==> src/flf16_pkg.sv <==
package flf16_pkg;

  localparam logic [7:0] SYNC_FIRST  = 8'hFE;
  localparam logic [7:0] SYNC_SECOND = 8'hFB;
  localparam logic [8:0] FLETCH_MOD  = 9'd255;

  typedef enum logic [2:0] {
    PH_HUNT0 = 3'd0,
    PH_HUNT1 = 3'd1,
    PH_LEN   = 3'd2,
    PH_PAY   = 3'd3,
    PH_CHK0  = 3'd4,
    PH_CHK1  = 3'd5
  } phase_t;

  typedef enum logic [2:0] {
    ST_ACCEPT   = 3'd0,
    ST_REJECT   = 3'd1,
    ST_GOOD     = 3'd2,
    ST_MISMATCH = 3'd3,
    ST_ZEROLEN  = 3'd4
  } status_t;

  typedef struct packed {
    status_t    status;
    logic       frame_end;
    logic       is_payload;
    logic [7:0] payload_byte;
  } result_t;

  // One operand stays below 255 and neither exceeds 255, so one conditional subtract is enough.
  function automatic logic [7:0] add_mod255(input logic [7:0] a, input logic [7:0] b);
    logic [8:0] s;
    s = {1'b0, a} + {1'b0, b};
    if (s >= FLETCH_MOD) begin
      s = s - FLETCH_MOD;
    end
    return s[7:0];
  endfunction

endpackage

==> src/sync_length_frame_fletcher16_checker_top.sv <==
// Framed byte-stream checker: hunts for the sync pair FE FB, takes a length byte,
// passes that many payload bytes (tuser high) while accumulating a Fletcher-16,
// then checks two check bytes sent high first. Every input beat gives exactly one
// output beat; tlast marks the second check byte, which carries the verdict in
// the status field (0 accepted, 1 rejected while hunting, 2 good, 3 mismatch,
// 4 zero length). One byte is taken every clock while the skid entry is empty;
// each result is registered in the output register, or in the skid entry if the
// output is stalled. A two-entry output stage (register plus skid) still takes
// the byte offered during a downstream stall; input then pauses until the skid
// entry drains. Hunting resumes on the byte right after a frame ends.
module sync_length_frame_fletcher16_checker_top (
  input  logic        clk,
  input  logic        rst,
  input  logic        s_tvalid,
  output logic        s_tready,
  input  logic [7:0]  s_tdata,   // [7:0] data_in
  output logic        m_tvalid,
  input  logic        m_tready,
  output logic [15:0] m_tdata,   // [7:0] payload_byte, [10:8] status, rest zero
  output logic        m_tuser,   // is_payload
  output logic        m_tlast    // frame_end
);

  logic               accept;
  flf16_pkg::result_t step_result;
  flf16_pkg::result_t out_result;

  assign accept = s_tvalid & s_tready;

  flf16_core u_core (
    .clk     (clk),
    .rst     (rst),
    .accept  (accept),
    .data_in (s_tdata),
    .result  (step_result)
  );

  flf16_skid u_skid (
    .clk       (clk),
    .rst       (rst),
    .in_valid  (s_tvalid),
    .in_ready  (s_tready),
    .in_data   (step_result),
    .out_valid (m_tvalid),
    .out_ready (m_tready),
    .out_data  (out_result)
  );

  assign m_tdata = {5'd0, out_result.status, out_result.payload_byte};
  assign m_tuser = out_result.is_payload;
  assign m_tlast = out_result.frame_end;

endmodule

==> src/flf16_core.sv <==
module flf16_core (
  input  logic                clk,
  input  logic                rst,
  input  logic                accept,
  input  logic [7:0]          data_in,
  output flf16_pkg::result_t  result
);

  flf16_pkg::phase_t phase, phase_next;
  logic [7:0] bytes_left, bytes_left_next;
  logic [7:0] sum_low, sum_low_next;
  logic [7:0] sum_high, sum_high_next;
  logic [7:0] check_high, check_high_next;
  logic       length_was_zero, length_was_zero_next;
  logic [7:0] pay_low;
  logic [7:0] pay_left;

  assign pay_low  = flf16_pkg::add_mod255(sum_low, data_in);
  assign pay_left = bytes_left - 8'd1;

  // next state
  always_comb begin
    phase_next           = phase;
    bytes_left_next      = bytes_left;
    sum_low_next         = sum_low;
    sum_high_next        = sum_high;
    check_high_next      = check_high;
    length_was_zero_next = length_was_zero;
    unique case (phase)
      flf16_pkg::PH_HUNT1: begin
        phase_next = (data_in == flf16_pkg::SYNC_SECOND) ? flf16_pkg::PH_LEN
                                                         : flf16_pkg::PH_HUNT0;
      end
      flf16_pkg::PH_LEN: begin
        bytes_left_next      = data_in;
        sum_low_next         = 8'd0;
        sum_high_next        = 8'd0;
        length_was_zero_next = (data_in == 8'd0);
        phase_next = (data_in == 8'd0) ? flf16_pkg::PH_CHK0 : flf16_pkg::PH_PAY;
      end
      flf16_pkg::PH_PAY: begin
        sum_low_next    = pay_low;
        sum_high_next   = flf16_pkg::add_mod255(sum_high, pay_low);
        bytes_left_next = pay_left;
        if (pay_left == 8'd0) begin
          phase_next = flf16_pkg::PH_CHK0;
        end
      end
      flf16_pkg::PH_CHK0: begin
        check_high_next = data_in;
        phase_next      = flf16_pkg::PH_CHK1;
      end
      flf16_pkg::PH_CHK1: begin
        phase_next = flf16_pkg::PH_HUNT0;
      end
      default: begin
        // first sync hunt, also recovers from unused codes
        phase_next = (data_in == flf16_pkg::SYNC_FIRST) ? flf16_pkg::PH_HUNT1
                                                        : flf16_pkg::PH_HUNT0;
      end
    endcase
  end

  // outputs
  always_comb begin
    result.payload_byte = 8'd0;
    result.is_payload   = 1'b0;
    result.frame_end    = 1'b0;
    result.status       = flf16_pkg::ST_ACCEPT;
    unique case (phase)
      flf16_pkg::PH_HUNT1: begin
        if (data_in != flf16_pkg::SYNC_SECOND) begin
          result.status = flf16_pkg::ST_REJECT;
        end
      end
      flf16_pkg::PH_LEN, flf16_pkg::PH_CHK0: begin
        result.status = flf16_pkg::ST_ACCEPT;
      end
      flf16_pkg::PH_PAY: begin
        result.payload_byte = data_in;
        result.is_payload   = 1'b1;
      end
      flf16_pkg::PH_CHK1: begin
        result.frame_end = 1'b1;
        if (length_was_zero) begin
          result.status = flf16_pkg::ST_ZEROLEN;
        end else if (check_high == sum_high && data_in == sum_low) begin
          result.status = flf16_pkg::ST_GOOD;
        end else begin
          result.status = flf16_pkg::ST_MISMATCH;
        end
      end
      default: begin
        if (data_in != flf16_pkg::SYNC_FIRST) begin
          result.status = flf16_pkg::ST_REJECT;
        end
      end
    endcase
  end

  always_ff @(posedge clk) begin
    if (rst) begin
      phase           <= flf16_pkg::PH_HUNT0;
      bytes_left      <= 8'd0;
      sum_low         <= 8'd0;
      sum_high        <= 8'd0;
      check_high      <= 8'd0;
      length_was_zero <= 1'b0;
    end else if (accept) begin
      phase           <= phase_next;
      bytes_left      <= bytes_left_next;
      sum_low         <= sum_low_next;
      sum_high        <= sum_high_next;
      check_high      <= check_high_next;
      length_was_zero <= length_was_zero_next;
    end
  end

endmodule

==> src/flf16_skid.sv <==
module flf16_skid (
  input  logic               clk,
  input  logic               rst,
  input  logic               in_valid,
  output logic               in_ready,
  input  flf16_pkg::result_t in_data,
  output logic               out_valid,
  input  logic               out_ready,
  output flf16_pkg::result_t out_data
);

  logic               skid_valid;
  flf16_pkg::result_t skid_data;

  assign in_ready = ~skid_valid;

  always_ff @(posedge clk) begin
    if (rst) begin
      out_valid  <= 1'b0;
      skid_valid <= 1'b0;
    end else begin
      priority if (out_valid && out_ready) begin
        // beat taken: refill from the skid stage first
        if (skid_valid) begin
          out_valid  <= 1'b1;
          skid_valid <= 1'b0;
        end else begin
          out_valid <= in_valid;
        end
      end else if (!out_valid) begin
        out_valid <= in_valid;
      end else if (in_valid && !skid_valid) begin
        skid_valid <= 1'b1;
      end
    end
  end

  always_ff @(posedge clk) begin
    priority if (out_valid && out_ready) begin
      out_data <= skid_valid ? skid_data : in_data;
    end else if (!out_valid) begin
      out_data <= in_data;
    end else if (in_valid && !skid_valid) begin
      skid_data <= in_data;
    end
  end

endmodule
==> config.mk <==
export PLATFORM = sky130hd
export DESIGN_NAME = sync_length_frame_fletcher16_checker_top
export DESIGN_NICKNAME = d
export VERILOG_FILES = /design/src/flf16_pkg.sv /design/src/sync_length_frame_fletcher16_checker_top.sv /design/src/flf16_core.sv /design/src/flf16_skid.sv
export SDC_FILE = /design/constraint.sdc
export NUM_CORES = 1
export LEC_CHECK = 0
export BUFFER_PORTS_ARGS = -buffer_cell sky130_fd_sc_hd__clkbuf_2
export CORE_ASPECT_RATIO = 1.4
export CORE_UTILIZATION = 55
export CTS_CLUSTER_SIZE = 40
export DETAILED_ROUTE_END_ITERATION = 8
export GPL_TIMING_DRIVEN = 0
export PLACE_DENSITY = 0.73
export SLEW_MARGIN = 25
export SYNTH_ARGS = -nofsm -noshare
export SYNTH_HDL_FRONTEND = slang
export SYNTH_SLANG_ARGS = --single-unit
==> constraint.sdc <==
create_clock -name clk -period 12.12 [get_ports clk]
set_clock_uncertainty 0.05 [all_clocks]
set_input_delay 1.212 -clock clk [delete_from_list [all_inputs] [get_ports clk]]
set_output_delay 1.212 -clock clk [all_outputs]
set_load 0.03 [all_outputs]
==> impl_metrics.py <==
metrics = {
    "outcome": {
        "status": "complete, no violations",
    },
    "logic_synthesis": {
        "synthFlopType": "dfxtp_1",
        "async_flop_share_pct": 0,
        "seq_area_frac_synth_pct": 37.1,
        "synth_cell_types": 70,
        "synth_edf_count": 26,
        "synth_cells": 458,
        "netlist_area_um2": 4160,
        "synth_warnings": 0,
        "yosys-top-cells-area": "edfxtp_1 (19%), dfxtp_1 (18%), ha_1 (6.0%), nor2_1 (4.5%), a21oi_1 (3.4%)",
        "synth_seq_cells": 64,
        "synth_top_area_share_pct": 18.8,
        "synth_area_per_cell_um2": 9.08,
        "yosys.area.top_type": "edfxtp_1",
    },
    "sta": {
        "slew_viol_final": 0,
        "hold_ws_ps": 416,
        "rsz0062_at_grt": "no",
        "fmax_mhz": 160,
        "relSlewSlack_pct": 54.7,
        "tightest_slew_ps": 678,
        "final_hold_viol_count": 0,
        "period_needed_ps": 6250,
        "finalCritPeriodShare_pct": 51.6,
        "setup_viol": 0,
        "fin_setup_tns_ps": 0,
    },
    "layout": {
        "regArea_um2": 1540,
        "drive_gt1_share_pct": 14.7,
        "nFillCells": 677,
        "nNetsFinal": 532,
        "n_antenna_cell": 0,
        "layout_commonest_cell": "nor2_1",
        "mostFrequentLayoutCells": "nor2_1 (49), dfxtp_1 (38), nand2_1 (33), a21oi_1 (28), o21ai_0 (27)",
        "multi_input_area_um2": 2460,
        "syn_to_final_growth_pct": 10.7,
    },
    "worst_setup_path": {
        "crit_type": "in2reg",
        "rr_startpoint": "u_core.sum_low[0]$_SDFFE_PP0P_",
        "rr_endpoint": "u_core.sum_high[4]$_SDFFE_PP0P_",
        "reg2reg_slack_ps": 6550,
        "endpoint": "u_core.sum_high[4]$_SDFFE_PP0P_",
        "cp-end-kind": "flip-flop",
        "path_max_fanout": 7,
        "cp.arrival_ps": 6450,
        "r2r_cells": 18,
        "startpoint_type": "input pin",
        "worstSetupStartpoint": "s_tdata[0]",
        "required_ps": 12320,
    },
    "drt": {
        "drc_errors": 0,
        "drtPass1Iterations": 5,
        "vias": 3573,
        "via_per_inst": 5.96,
        "drt-total-wl_mm": 9.76,
        "detail-route-antenna-nets": 0,
        "initialDrtViolationCount": 261,
        "wire_per_inst_um": 16.3,
    },
    "clock_network": {
        "cts_buffer_depth": 2,
        "cts_buffers": 9,
        "post_cts_buffers": 0,
        "cts_hold_buffers": 0,
        "post_cts_resized": 0,
        "root_buffer": "clkbuf_8",
        "clk_latency_ps": 350,
        "cts_tree": "done",
        "cts_num_sinks": 64,
        "clk_pin_slew_ps": 70,
        "h-tree-depth": 3,
    },
    "worst_hold_path": {
        "whs_path_depth": 2,
        "hold_path_class": "reg2reg",
    },
    "global_route": {
        "antenna_found_initial": 0,
        "grt_max_degree": 16,
        "grt_overflow": 0,
        "grt_pass1_wl_mm": 15.7,
        "grt_pass1_vias": 3345,
        "grt_usage_pct": 26.5,
    },
    "die": {
        "core_area_um2": 7310,
        "die_h_um": 105,
        "fp-row-count": 37,
        "ioPinCount": 32,
        "die_w_um": 75.5,
        "die-area_um2": 7920,
        "initial_core_util_pct": 56.9,
    },
    "placement": {
        "gp_congestion": 0.898,
        "port_buffers": 25,
        "dpl.hpwl_mm": 7.45,
    },
    "pwr": {
        "irDropWorstVdd_uv": 49.9,
        "power_uw": 445,
        "power_density_nw_per_um2": 96.8,
        "p_leak_uw": 0.00187,
    },
    "job": {
        "drv_cap": 0,
    },
}
## kinds of logic (layout without fill, tap and decap cells)
group	Yosys count	after routing	share of synthesized area, %
and+or+nand+nor	165	165	20.4
AOI/OAI and AO/OA	121	121	19.9
DFF	64	64	37.1
buffers and inverters	39	80	4.27
xor gates and xnor gates	25	25	5.90
adders and majority gates	22	22	6.98
muxes	21	21	5.42
other	1	5	0.0902
## cell usage after synthesis, types with 3 or more instances
master,instances
xnor2_1,15
buf_4,6
nand2b_1,5
nand2_1,33
clkbuf_1,14
o21ai_0,27
nor3b_1,3
ha_1,20
nor2_1,50
and3_1,13
a22o_1,3
nand4_1,3
a31oi_1,3
mux2i_1,9
nand3b_1,3
o22ai_1,3
o211ai_1,5
inv_1,16
nand3_1,12
o21a_1,3
or4_1,4
a211oi_1,9
nor4_1,5
a21oi_1,28
or3_1,5
nor3_1,12
edfxtp_1,26
nor2b_1,5
xor2_1,8
mux2_2,12
o31ai_1,4
dfxtp_1,38
a21o_1,4
o221ai_1,6
## through the flow
step           setup slack, ps  util, %  area [um^2]  std cells
6_report                  5870     62.9         4600        600
3_3_place_gp              5660     60.4         4420        584
4_1_cts                   5920     62.8         4600        600
5_1_grt                   5570     62.9         4600        600
3_5_place_dp              5540     60.4         4420        584
2_1_floorplan             6390        -         4170        462
## final cells by class
type | instances | share of cell area, %
plain buffers | 22 | 2.47
clock buffers | 13 | 3.45
clock inverters | 3 | 0.353
inverters | 17 | 1.39
multi-input cells | 359 | 53.5
flip-flops and latches | 64 | 33.5
well taps | 97 | 2.64
repair buffers | 25 | 2.72
## worst min-delay path by stage
| stage | endpoint | start |
|---|---|---|
| final | u_core.bytes_left[7]$_SDFFE_PP0P_ | u_core.bytes_left[7]$_SDFFE_PP0P_ |
| after global routing | u_core.bytes_left[7]$_SDFFE_PP0P_ | u_core.bytes_left[7]$_SDFFE_PP0P_ |
| after global placement | u_core.bytes_left[7]$_SDFFE_PP0P_ | u_core.bytes_left[7]$_SDFFE_PP0P_ |
| after detailed placement | u_core.bytes_left[7]$_SDFFE_PP0P_ | u_core.bytes_left[7]$_SDFFE_PP0P_ |
| after floorplan | u_core.sum_low[5]$_SDFFE_PP0P_ | u_core.sum_low[5]$_SDFFE_PP0P_ |
| after CTS | u_core.bytes_left[7]$_SDFFE_PP0P_ | u_core.bytes_left[7]$_SDFFE_PP0P_ |
## worst max-delay path, cell delays in order
cell and delay, ps:
clkbuf_2 120, ha_1 250, fa_1 470, a211oi_1 450
nor3_1 130, or3b_2 450, buf_2 180, a31oi_4 220
xnor2_1 230, ha_1 280, inv_1 70, fa_1 430
nand2b_1 200, a211oi_1 400, nor4_1 110, nor3_2 400
a31oi_1 160, or4_1 420, a32o_1 260
## where the power goes
group / total [uW] / internal [uW] / switching (uW)
combinational: 50.8 / 16.1 / 34.7
clock: 167 / 84.9 / 82.0
sequential: 228 / 227 / 1.14
## layer usage
metal / vias up / global-route usage (%) / share of wire (%)
met5: - / 0 / 0
li1: 1782 / - / -
met3: 18 / 5.30 / 3.9
met4: 0 / 11.4 / 2.8
met1: 1674 / 31.1 / 41
met2: 99 / 45.4 / 52
## state kept, by name, summed over array words and instances, names as in the netlist
register / count
u_core.phase: 3
u_skid.out_data: 13
u_skid.skid_data: 13
u_skid.out_valid: 1
u_core.sum_high: 8
u_core.check_high: 8
u_skid.skid_valid: 1
u_core.length_was_zero: 1
u_core.bytes_left: 8
u_core.sum_low: 8
Power figures use the tool's default switching activity.
